**src/hw/rtl/pfx_pkg.sv**
```systemverilog
package pfx_pkg;

  localparam int unsigned StackDepthDefault = 16;
  localparam int unsigned TokenLimitDefault = 16;
  localparam int unsigned ValueWidthDefault = 32;

  localparam logic [7:0] CharPlus  = 8'h2b;
  localparam logic [7:0] CharMinus = 8'h2d;
  localparam logic [7:0] CharStar  = 8'h2a;
  localparam logic [7:0] CharSlash = 8'h2f;
  localparam logic [7:0] CharZero  = 8'h30;
  localparam logic [7:0] CharNine  = 8'h39;
  localparam logic [7:0] CharSpace = 8'h20;
  localparam logic [7:0] CharTab   = 8'h09;
  localparam logic [7:0] CharNl    = 8'h0a;

  typedef enum logic [2:0] {
    ErrNone     = 3'd0,
    ErrOperand  = 3'd1,
    ErrOperator = 3'd2,
    ErrFewOps   = 3'd3,
    ErrLong     = 3'd4,
    ErrDivZero  = 3'd5,
    ErrOverflow = 3'd6
  } err_e;

  typedef enum logic [2:0] {
    OpPush   = 3'd0,
    OpAdd    = 3'd1,
    OpSub    = 3'd2,
    OpMul    = 3'd3,
    OpDiv    = 3'd4,
    OpErr    = 3'd5,
    OpLine   = 3'd6
  } op_e;

  typedef struct packed {
    logic [7:0] char_in;
    logic       stream_end;
  } in_item_t;

  typedef struct packed {
    logic signed [31:0] value;
    logic               valid_res;
    logic [2:0]         error_code;
  } out_item_t;

endpackage

```
**src/hw/rtl/pfx_front.sv**
```systemverilog
module pfx_front
  import pfx_pkg::*;
#(
  parameter int unsigned TokenLimit = TokenLimitDefault,
  parameter int unsigned ValueWidth = ValueWidthDefault
) (
  input  logic                  clk_i,
  input  logic                  rst_ni,
  input  logic                  in_valid_i,
  input  in_item_t              in_item_i,
  output logic                  in_ready_o,
  output logic                  cmd_valid_o,
  output op_e                   cmd_op_o,
  output logic [ValueWidth-1:0] cmd_val_o,
  output err_e                  cmd_err_o,
  input  logic                  cmd_ready_i
);

  localparam int unsigned LenW = $clog2(TokenLimit + 1);

  logic [LenW-1:0]       len_q, len_d;
  logic [7:0]            first_q, first_d;
  logic [ValueWidth-1:0] mag_q, mag_d;
  logic                  alld_q, alld_d, sec_q, sec_d;
  logic                  err_q, err_d, has_q, has_d;
  logic                  pend_q, pend_d;
  logic                  cv;
  op_e                   cop;
  err_e                  cerr;
  logic [ValueWidth-1:0] cval;
  logic [7:0]            c;
  logic                  is_d, brk, eol, fin, neg;
  logic [ValueWidth-1:0] dig;

  assign c    = in_item_i.char_in;
  assign eol  = in_item_i.stream_end || (c == CharNl);
  assign brk  = (c == CharSpace) || (c == CharTab);
  assign is_d = (c >= CharZero) && (c <= CharNine);
  assign dig  = ValueWidth'(c - CharZero);
  assign neg  = (first_q == CharMinus) && (len_q >= LenW'(2)) && sec_q;
  assign fin  = (len_q != '0) && !err_q && (eol || brk);

  always_comb begin
    cop  = OpErr;
    cerr = ErrNone;
    cval = '0;
    if ((first_q >= CharZero && first_q <= CharNine) || neg) begin
      if (!alld_q) begin
        cerr = ErrOperand;
      end else begin
        cop  = OpPush;
        cval = neg ? ValueWidth'(-mag_q) : mag_q;
      end
    end else if (len_q > LenW'(1)) begin
      cerr = ErrOperator;
    end else begin
      unique case (first_q)
        CharPlus:  cop = OpAdd;
        CharMinus: cop = OpSub;
        CharStar:  cop = OpMul;
        CharSlash: cop = OpDiv;
        default:   cerr = ErrOperator;
      endcase
    end
  end

  // A line end that also finishes a token takes two queue transfers.
  assign in_ready_o = cmd_ready_i && !pend_q;

  always_comb begin
    len_d = len_q; first_d = first_q; mag_d = mag_q; alld_d = alld_q;
    sec_d = sec_q; err_d = err_q; has_d = has_q; pend_d = pend_q;
    cv = 1'b0; cmd_op_o = cop; cmd_val_o = cval; cmd_err_o = cerr;
    if (pend_q) begin
      cv = 1'b1; cmd_op_o = OpLine; cmd_err_o = ErrNone;
      if (cmd_ready_i) begin
        pend_d = 1'b0; len_d = '0; err_d = 1'b0; has_d = 1'b0;
      end
    end else if (in_valid_i && cmd_ready_i) begin
      if (eol) begin
        if (fin) begin
          cv = 1'b1;
          pend_d = has_q;
          if (!has_q) begin
            len_d = '0; err_d = 1'b0;
          end
        end else begin
          cv = has_q; cmd_op_o = OpLine; cmd_err_o = ErrNone;
          len_d = '0; err_d = 1'b0; has_d = 1'b0;
        end
      end else if (!err_q) begin
        if (brk) begin
          if (len_q != '0) begin
            cv = 1'b1; len_d = '0;
            if (cop == OpErr) err_d = 1'b1;
          end
        end else begin
          has_d = 1'b1;
          if (len_q >= LenW'(TokenLimit - 1)) begin
            cv = 1'b1; cmd_op_o = OpErr; cmd_err_o = ErrLong; err_d = 1'b1;
          end else begin
            if (len_q == '0) begin
              first_d = c; alld_d = 1'b1; sec_d = 1'b0;
              mag_d = is_d ? dig : '0;
            end else begin
              if (len_q == LenW'(1)) sec_d = is_d;
              if (!is_d) alld_d = 1'b0;
              else mag_d = ValueWidth'(mag_q * ValueWidth'(10)) + dig;
            end
            len_d = len_q + LenW'(1);
          end
        end
      end
    end
  end

  assign cmd_valid_o = cv;

  always_ff @(posedge clk_i or negedge rst_ni) begin
    if (!rst_ni) begin
      len_q <= '0; first_q <= '0; mag_q <= '0; alld_q <= 1'b1; sec_q <= 1'b0;
      err_q <= 1'b0; has_q <= 1'b0; pend_q <= 1'b0;
    end else begin
      len_q <= len_d; first_q <= first_d; mag_q <= mag_d; alld_q <= alld_d;
      sec_q <= sec_d; err_q <= err_d; has_q <= has_d; pend_q <= pend_d;
    end
  end

endmodule

```
**src/hw/rtl/pfx_fifo.sv**
```systemverilog
module pfx_fifo
  import pfx_pkg::*;
#(
  parameter int unsigned Width = 8
) (
  input  logic             clk_i,
  input  logic             rst_ni,
  input  logic             wr_valid_i,
  input  logic [Width-1:0] wr_data_i,
  output logic             wr_ready_o,
  output logic             rd_valid_o,
  output logic [Width-1:0] rd_data_o,
  input  logic             rd_ready_i
);

  logic [Width-1:0] mem_q [2];
  logic             wp_q, rp_q;
  logic [1:0]       cnt_q;
  logic             wr, rd;

  assign wr_ready_o = cnt_q != 2'd2;
  assign rd_valid_o = cnt_q != 2'd0;
  assign rd_data_o  = mem_q[rp_q];
  assign wr = wr_valid_i && wr_ready_o;
  assign rd = rd_valid_o && rd_ready_i;

  always_ff @(posedge clk_i) begin
    if (wr) begin
      mem_q[wp_q] <= wr_data_i;
    end
  end

  always_ff @(posedge clk_i or negedge rst_ni) begin
    if (!rst_ni) begin
      wp_q <= 1'b0; rp_q <= 1'b0; cnt_q <= '0;
    end else begin
      if (wr) wp_q <= !wp_q;
      if (rd) rp_q <= !rp_q;
      cnt_q <= cnt_q + {1'b0, wr} - {1'b0, rd};
    end
  end

endmodule

```
**src/hw/rtl/pfx_back.sv**
```systemverilog
module pfx_back
  import pfx_pkg::*;
#(
  parameter int unsigned StackDepth = StackDepthDefault,
  parameter int unsigned ValueWidth = ValueWidthDefault
) (
  input  logic                  clk_i,
  input  logic                  rst_ni,
  input  logic                  cmd_valid_i,
  input  op_e                   cmd_op_i,
  input  logic [ValueWidth-1:0] cmd_val_i,
  input  err_e                  cmd_err_i,
  output logic                  cmd_ready_o,
  output logic                  empty,
  output out_item_t             res_o,
  input  logic                  pop
);

  localparam int unsigned CntW = $clog2(StackDepth + 1);
  localparam int unsigned IdxW = (StackDepth > 1) ? $clog2(StackDepth) : 1;
  localparam int unsigned DivW = $clog2(ValueWidth + 1);

  localparam logic [2:0] SIdle = 3'd0;
  localparam logic [2:0] SRdB  = 3'd1;
  localparam logic [2:0] SRdA  = 3'd2;
  localparam logic [2:0] SExec = 3'd3;
  localparam logic [2:0] SDiv  = 3'd4;
  localparam logic [2:0] SRdT  = 3'd5;
  localparam logic [2:0] SOut  = 3'd6;

  logic [ValueWidth-1:0] stk_q [StackDepth];
  logic [ValueWidth-1:0] rdata_q;
  logic [IdxW-1:0]       raddr;
  logic                  ren;
  logic [2:0]            st_q, st_d;
  logic [CntW-1:0]       cnt_q;
  err_e                  err_q;
  logic                  vld_q;
  op_e                   op_q;
  logic [ValueWidth-1:0] a_q, b_q;
  logic [ValueWidth-1:0] quo_q, rem_q;
  logic [DivW-1:0]       dcnt_q;
  logic                  dneg_q;
  logic                  obusy_q;
  out_item_t             obuf_q;
  logic                  wen;
  logic [IdxW-1:0]       waddr;
  logic [ValueWidth-1:0] wdata, sum, mag_a, mag_b, rsh;
  logic [ValueWidth:0]   trial;
  logic [2*ValueWidth-1:0] prod;

  assign empty = !obusy_q;
  assign res_o = obuf_q;
  assign cmd_ready_o = (st_q == SIdle) && !(cmd_op_i == OpLine && obusy_q && !pop);

  always_ff @(posedge clk_i) begin
    if (wen) stk_q[waddr] <= wdata;
    if (ren) rdata_q <= stk_q[raddr];
  end

  assign prod = a_q * b_q;
  assign mag_a = a_q[ValueWidth-1] ? ValueWidth'(-a_q) : a_q;
  assign mag_b = b_q[ValueWidth-1] ? ValueWidth'(-b_q) : b_q;
  assign rsh = {rem_q[ValueWidth-2:0], quo_q[ValueWidth-1]};
  assign trial = {1'b0, rsh} - {1'b0, b_q};

  always_comb begin
    unique case (op_q)
      OpAdd:   sum = a_q + b_q;
      OpSub:   sum = a_q - b_q;
      OpMul:   sum = prod[ValueWidth-1:0];
      default: sum = dneg_q ? ValueWidth'(-quo_q) : quo_q;
    endcase
  end

  always_comb begin
    st_d = st_q; ren = 1'b0; raddr = '0; wen = 1'b0;
    waddr = IdxW'(cnt_q); wdata = cmd_val_i;
    unique case (st_q)
      SIdle: begin
        if (cmd_valid_i && cmd_ready_o) begin
          unique case (cmd_op_i)
            OpPush: if (err_q == ErrNone && cnt_q < CntW'(StackDepth)) wen = 1'b1;
            OpAdd, OpSub, OpMul, OpDiv: begin
              if (err_q == ErrNone && cnt_q >= CntW'(2)) begin
                ren = 1'b1; raddr = IdxW'(cnt_q - CntW'(1)); st_d = SRdB;
              end
            end
            OpLine: begin
              if (cnt_q != '0) begin
                ren = 1'b1; raddr = IdxW'(cnt_q - CntW'(1));
              end
              st_d = SRdT;
            end
            default: ;
          endcase
        end
      end
      SRdB: begin
        ren = 1'b1; raddr = IdxW'(cnt_q - CntW'(2)); st_d = SRdA;
      end
      SRdA: st_d = SExec;
      SExec: begin
        if (op_q == OpDiv) begin
          st_d = (b_q == '0) ? SIdle : SDiv;
        end else begin
          wen = 1'b1; waddr = IdxW'(cnt_q - CntW'(2)); wdata = sum; st_d = SIdle;
        end
      end
      SDiv: begin
        if (dcnt_q == '0) begin
          wen = 1'b1; waddr = IdxW'(cnt_q - CntW'(2)); wdata = sum; st_d = SIdle;
        end
      end
      SRdT: st_d = SOut;
      SOut: st_d = SIdle;
      default: st_d = SIdle;
    endcase
  end

  always_ff @(posedge clk_i or negedge rst_ni) begin
    if (!rst_ni) begin
      st_q <= SIdle; cnt_q <= '0; err_q <= ErrNone; vld_q <= 1'b0;
      obusy_q <= 1'b0; op_q <= OpPush; dcnt_q <= '0; dneg_q <= 1'b0;
    end else begin
      st_q <= st_d;
      if (st_q == SOut) obusy_q <= 1'b1;
      else if (pop && obusy_q) obusy_q <= 1'b0;
      unique case (st_q)
        SIdle: begin
          if (cmd_valid_i && cmd_ready_o && cmd_op_i != OpLine && err_q == ErrNone) begin
            op_q <= cmd_op_i; vld_q <= 1'b0;
            unique case (cmd_op_i)
              OpPush: begin
                if (cnt_q < CntW'(StackDepth)) cnt_q <= cnt_q + CntW'(1);
                else err_q <= ErrOverflow;
              end
              OpErr: err_q <= cmd_err_i;
              default: if (cnt_q < CntW'(2)) err_q <= ErrFewOps;
            endcase
          end
        end
        SRdB: b_q <= rdata_q;
        SRdA: a_q <= rdata_q;
        SExec: begin
          if (op_q == OpDiv) begin
            if (b_q == '0) begin
              err_q <= ErrDivZero;
            end else begin
              dneg_q <= a_q[ValueWidth-1] ^ b_q[ValueWidth-1];
              quo_q <= mag_a;
              rem_q <= '0; b_q <= mag_b; dcnt_q <= DivW'(ValueWidth);
            end
          end else begin
            cnt_q <= cnt_q - CntW'(1); vld_q <= (cnt_q == CntW'(2));
          end
        end
        SDiv: begin
          if (dcnt_q == '0) begin
            cnt_q <= cnt_q - CntW'(1); vld_q <= (cnt_q == CntW'(2));
          end else begin
            dcnt_q <= dcnt_q - DivW'(1);
            if (!trial[ValueWidth]) begin
              rem_q <= trial[ValueWidth-1:0]; quo_q <= {quo_q[ValueWidth-2:0], 1'b1};
            end else begin
              rem_q <= rsh; quo_q <= {quo_q[ValueWidth-2:0], 1'b0};
            end
          end
        end
        SRdT: ;
        SOut: begin
          obuf_q.value <= (cnt_q == '0) ? '0 : 32'(signed'(rdata_q));
          obuf_q.valid_res <= (err_q == ErrNone) && vld_q;
          obuf_q.error_code <= err_q;
          cnt_q <= '0; err_q <= ErrNone; vld_q <= 1'b0;
        end
        default: ;
      endcase
    end
  end

endmodule

```
**src/hw/rtl/postfix_expression_evaluator.sv**
```systemverilog
// Postfix expression evaluator.
// Input channel: push/full with in_i carrying one text byte and a stream end
// flag; a transfer happens on a clock edge with push high and full low.
// Result channel: empty/pop with res_o holding the oldest line result; a
// transfer happens on a clock edge with pop high and empty low.
// One result is produced for each line that held at least one token.
// A front tokenizer takes one byte per cycle into a two-entry command queue,
// while the queue has room and the front holds no pending line end command.
// The back stack engine executes a push with one stack memory write, an add,
// subtract or multiply with two stack memory reads and a write, and a divide
// through its radix-2 restoring divider.
// A line end that closes a token takes two queue transfers in the front.
// A result waits in a one-entry output register; while it is not taken,
// the back holds the next line end and the queue fills, raising full.
// Reset clears the token state, the stack count and the output register's busy flag;
// stack entries are not cleared and are only read once written.
module postfix_expression_evaluator
  import pfx_pkg::*;
#(
  parameter int unsigned STACK_DEPTH = StackDepthDefault,
  parameter int unsigned TOKEN_LIMIT = TokenLimitDefault,
  parameter int unsigned VALUE_WIDTH = ValueWidthDefault
) (
  input  logic      clk_i,
  input  logic      rst_ni,
  input  logic      push,
  input  in_item_t  in_i,
  output logic      full,
  output logic      empty,
  output out_item_t res_o,
  input  logic      pop
);

  localparam int unsigned CmdW = 3 + VALUE_WIDTH + 3;

  logic                   fv, fr, bv, br, ready;
  op_e                    fop;
  err_e                   ferr;
  logic [VALUE_WIDTH-1:0] fval;
  logic [CmdW-1:0]        qin, qout;

  assign full = !ready;

  pfx_front #(.TokenLimit(TOKEN_LIMIT), .ValueWidth(VALUE_WIDTH)) u_front (
    .clk_i, .rst_ni, .in_valid_i(push), .in_item_i(in_i), .in_ready_o(ready),
    .cmd_valid_o(fv), .cmd_op_o(fop), .cmd_val_o(fval), .cmd_err_o(ferr),
    .cmd_ready_i(fr)
  );

  assign qin = {fop, fval, ferr};

  pfx_fifo #(.Width(CmdW)) u_fifo (
    .clk_i, .rst_ni, .wr_valid_i(fv), .wr_data_i(qin), .wr_ready_o(fr),
    .rd_valid_o(bv), .rd_data_o(qout), .rd_ready_i(br)
  );

  pfx_back #(.StackDepth(STACK_DEPTH), .ValueWidth(VALUE_WIDTH)) u_back (
    .clk_i, .rst_ni, .cmd_valid_i(bv), .cmd_op_i(op_e'(qout[CmdW-1 -: 3])),
    .cmd_val_i(qout[3 +: VALUE_WIDTH]), .cmd_err_i(err_e'(qout[2:0])),
    .cmd_ready_o(br), .empty, .res_o, .pop
  );

endmodule

```
**config.mk**
```make
export PLATFORM = sky130hd
export DESIGN_NAME = postfix_expression_evaluator
export DESIGN_NICKNAME = d
export VERILOG_FILES = /design/src/hw/rtl/pfx_pkg.sv /design/src/hw/rtl/pfx_front.sv /design/src/hw/rtl/pfx_fifo.sv /design/src/hw/rtl/pfx_back.sv /design/src/hw/rtl/postfix_expression_evaluator.sv
export SDC_FILE = /design/constraint.sdc
export NUM_CORES = 2
export LEC_CHECK = 0
export ABC_AREA = 0
export BUFFER_PORTS_ARGS = -buffer_cell sky130_fd_sc_hd__buf_2
export CAP_MARGIN = 20
export CORE_UTILIZATION = 37
export DETAILED_ROUTE_END_ITERATION = 10
export SYNTH_ARGS = -nofsm -noshare
export SYNTH_HDL_FRONTEND = slang
export SYNTH_SLANG_ARGS = --single-unit
```
**constraint.sdc**
```tcl
create_clock -name clk_i -period 8.1 [get_ports clk_i]
set_input_delay 0.81 -clock clk_i [delete_from_list [all_inputs] [get_ports clk_i]]
set_output_delay 0.81 -clock clk_i [all_outputs]
set_load 0.05 [all_outputs]
```
==> run_results.csv <==
group,metric,value,unit
floorplanning,die_y,405,um
drt,wire_per_inst,22.0,um
global_route,antenna_found_initial,8,
clock_network,cts.sinks,860,
drt,drtIter0Drc,3980,
worst_setup_path,path_buf_inv,7,
place,port-buffer-count,50,
yosys,synth-async-reset-ratio,8.95,%
yosys,synth_commonest_cells,"edfxtp_1, nand2_1, nor2_1",
worst_setup_path,slowest_delay,0.57,ns
finish,fillers,15500,
finish,finalNetCount,6627,
clock_network,cts_buffers,90,
finish,multiInputGateArea,32100,um^2
place,gp_congestion,0.948,
floorplanning,die_area,164000,um^2
worst_setup_path,arrival,8.26,ns
clock_network,clk_pin_slew_worst_paths,0.06,ns
clock_network,cts.hold.buffers_added,0,
worst_setup_path,r2r_start,"u_back.b_q[2]",
yosys,syn_nets,6507,
finish,syn_to_final_growth,12.4,%
outcome,status,"finished clean",
worst_setup_path,rrSetupSlack,0.29,ns
floorplanning,rows,147,
floorplanning,die_w,405,um
worst_setup_path,cp_common_cell,"fa_1",
floorplanning,initial_core_util,37.4,%
place,dpl.hpwl,126,mm
clock_network,clock_path_buffers,3,
timing,period_share,96.4,%
timing,timing.final.hold_violations,0,
worst_setup_path,endpoint_kind,"flop",
global_route,grt_start_max_net_pins,181,
timing,fmax,0.128,GHz
drt,postRouteWirelength,179,mm
drt,firstDrtPassIters,6,
timing,drv_slew,0,
yosys,yosysSeqAreaShare,42.2,%
yosys,synth_most_common_cell,"edfxtp_1",
worst_setup_path,path_delay_family,"adder cells",
timing,min_period,7.81,ns
timing,setup_viol,0,
yosys,synth-edff-count,783,
finish,drive_gt1_share,9.63,%
global_route,grt.overflow.total,0,
worst_setup_path,r2r_cells,26,
floorplanning,io_pins,51,
worst_setup_path,cpMaxStageDelayCell,"fa_1",
yosys,synth_top_area_share,39.0,%
yosys,synth_area_leader_cell,"edfxtp_1",
drt,routed_via_density,5.37,
worst_setup_path,critPathKind,"reg -> reg",
finish,fin_cells,8148,
clock_network,clk_latency,0.73,ns
global_route,track_usage,21.9,%
yosys,synth_area_leaders,"edfxtp_1, fa_1, ha_1, nand2_1, nor2_1",
yosys,syn_area,60200,um^2
timing,rsz0062_at_grt,"no",
global_route,grt_pass1_wl,272,mm
drt,drc,0,
clock_network,htree_num_levels,3,
timing,clock_skew,0.0697,ns
timing,max_slew_margin,23.6,%
worst_setup_path,reg2reg_to,"u_back.stk_q[1][31]",
worst_setup_path,worstPathMaxFanout,16,
yosys,syn_area_per_cell,10.4,um^2
finish,regArea,25400,um^2
worst_setup_path,cp.required,8.55,ns
yosys,ys_ff_latch,860,
place,dpl.cell_count,7968,
global_route,grt_pass1_vias,43500,
yosys,postSynthCellCount,5787,
yosys,synthFlopType,"edfxtp_1",
worst_setup_path,startpoint_type,"flop",
floorplanning,core,161000,um^2
drt,vias,43700,
flow_run,maxCapViolations,0,
drt,final_antenna_net_count,0,
timing,worst_pin_slew,1.14,ns
yosys,synthDistinctLibCells,90,
clock_network,root_buffer,"clkbuf_16",
min_path,min_path_type,"in -> async",
yosys,yosys_warnings,0,
clock_network,cts_tree,"done",
kinds of logic (layout without fill, tap and decap cells):
group                    after synthesis  after routing  share of synthesized area, %
adder cells (fa/ha/maj)              707            707                          19.8
other                                  0              7                             0
multiplexers                          91             91                          1.54
buffers and inverters                785            979                          5.01
flip-flops                           860            860                          42.2
AND/OR/NAND/NOR                     1991           1991                          15.4
XOR/XNOR                             340            340                          4.94
AO/OA/AOI/OAI                       1013           1013                          11.0
how the worst max path moves through the flow:
stage	startpoint	end	slack, ns	cells past startpoint
floorplan	u_back.b_q[8]	u_back.stk_q[0][27]	0.56	26
CTS	u_back.a_q[13]	u_back.stk_q[13][25]	0.02	23
global route	u_back.b_q[2]	u_back.stk_q[6][26]	0.002	25
finish	u_back.b_q[2]	u_back.stk_q[1][31]	0.29	26
detailed placement	u_back.b_q[2]	u_back.stk_q[8][27]	-0.44	24
global placement	u_back.b_q[2]	u_back.stk_q[11][27]	-0.26	24
through the flow:
stage               setup TNS [ns]  area (um^2)  hold slack [ns]  setup WS [ns]  utilization (%)
floorplan                        0        60200            0.433          0.561                -
global placement             -4.29        64500            0.457         -0.261             40.1
detailed placement           -8.83        64600            0.466         -0.436             40.1
CTS                              0        67600           0.0385         0.0170             41.9
global route                     0        67700           0.0825        0.00233             42.0
finish                           0        67700           0.0769          0.292             42.0
state kept, by name (all words and copies together) (netlist names), 6 cells and up:
name,count
u_back.b_q,32
u_fifo.mem_q,76
u_back.rdata_q,32
u_back.a_q,32
u_front.mag_q,32
u_back.res_o,36
u_back.rem_q,31
u_back.stk_q,512
u_back.quo_q,32
u_back.dcnt_q,6
u_front.first_q,8
per-layer routing:
layer  vias to the layer above  share of wire, %  global-route usage [%]  wire length, um
li1                      20200                 -                       -                -
met1                     21900                43                    29.4            77000
met2                      1395                47                    35.7            84100
met3                       285               5.6                    2.39            10000
met4                         0               4.4                    9.52             7940
met5                         -                 0                       0                0
layout make-up:
type / count / share of cell area, %
well taps: 2160 / 3.99
diodes: 7 / 0.0259
repair buffers: 332 / 3.86
clock inverters: 59 / 0.943
multi-input cells: 4142 / 47.5
flip-flops and latches: 860 / 37.6
clock buffers: 107 / 3.45
inverters: 481 / 2.67
placed cells by master (no fill, tap or decap), types with 184 or more instances in the layout:
cell,Yosys,routed
ha_1,295,295
inv_1,477,477
xnor2_1,213,213
fa_1,412,412
buf_4,1,263
and2_1,305,303
a21oi_1,188,184
nor2_1,522,502
edfxtp_1,783,783
nand2_1,704,702
o21ai_0,237,234
what timing repair did:
item                                   in CTS  in global routing
gates resized for setup                     5                  8
setup endpoints to repair                  69                112
pin swaps                                   0                  4
endpoints found under the hold margin       0                  0
buffers inserted                            0                  1
Power is not shown: default switching activity piles up to over one toggle a cycle in this logic, so the estimate is an artifact.
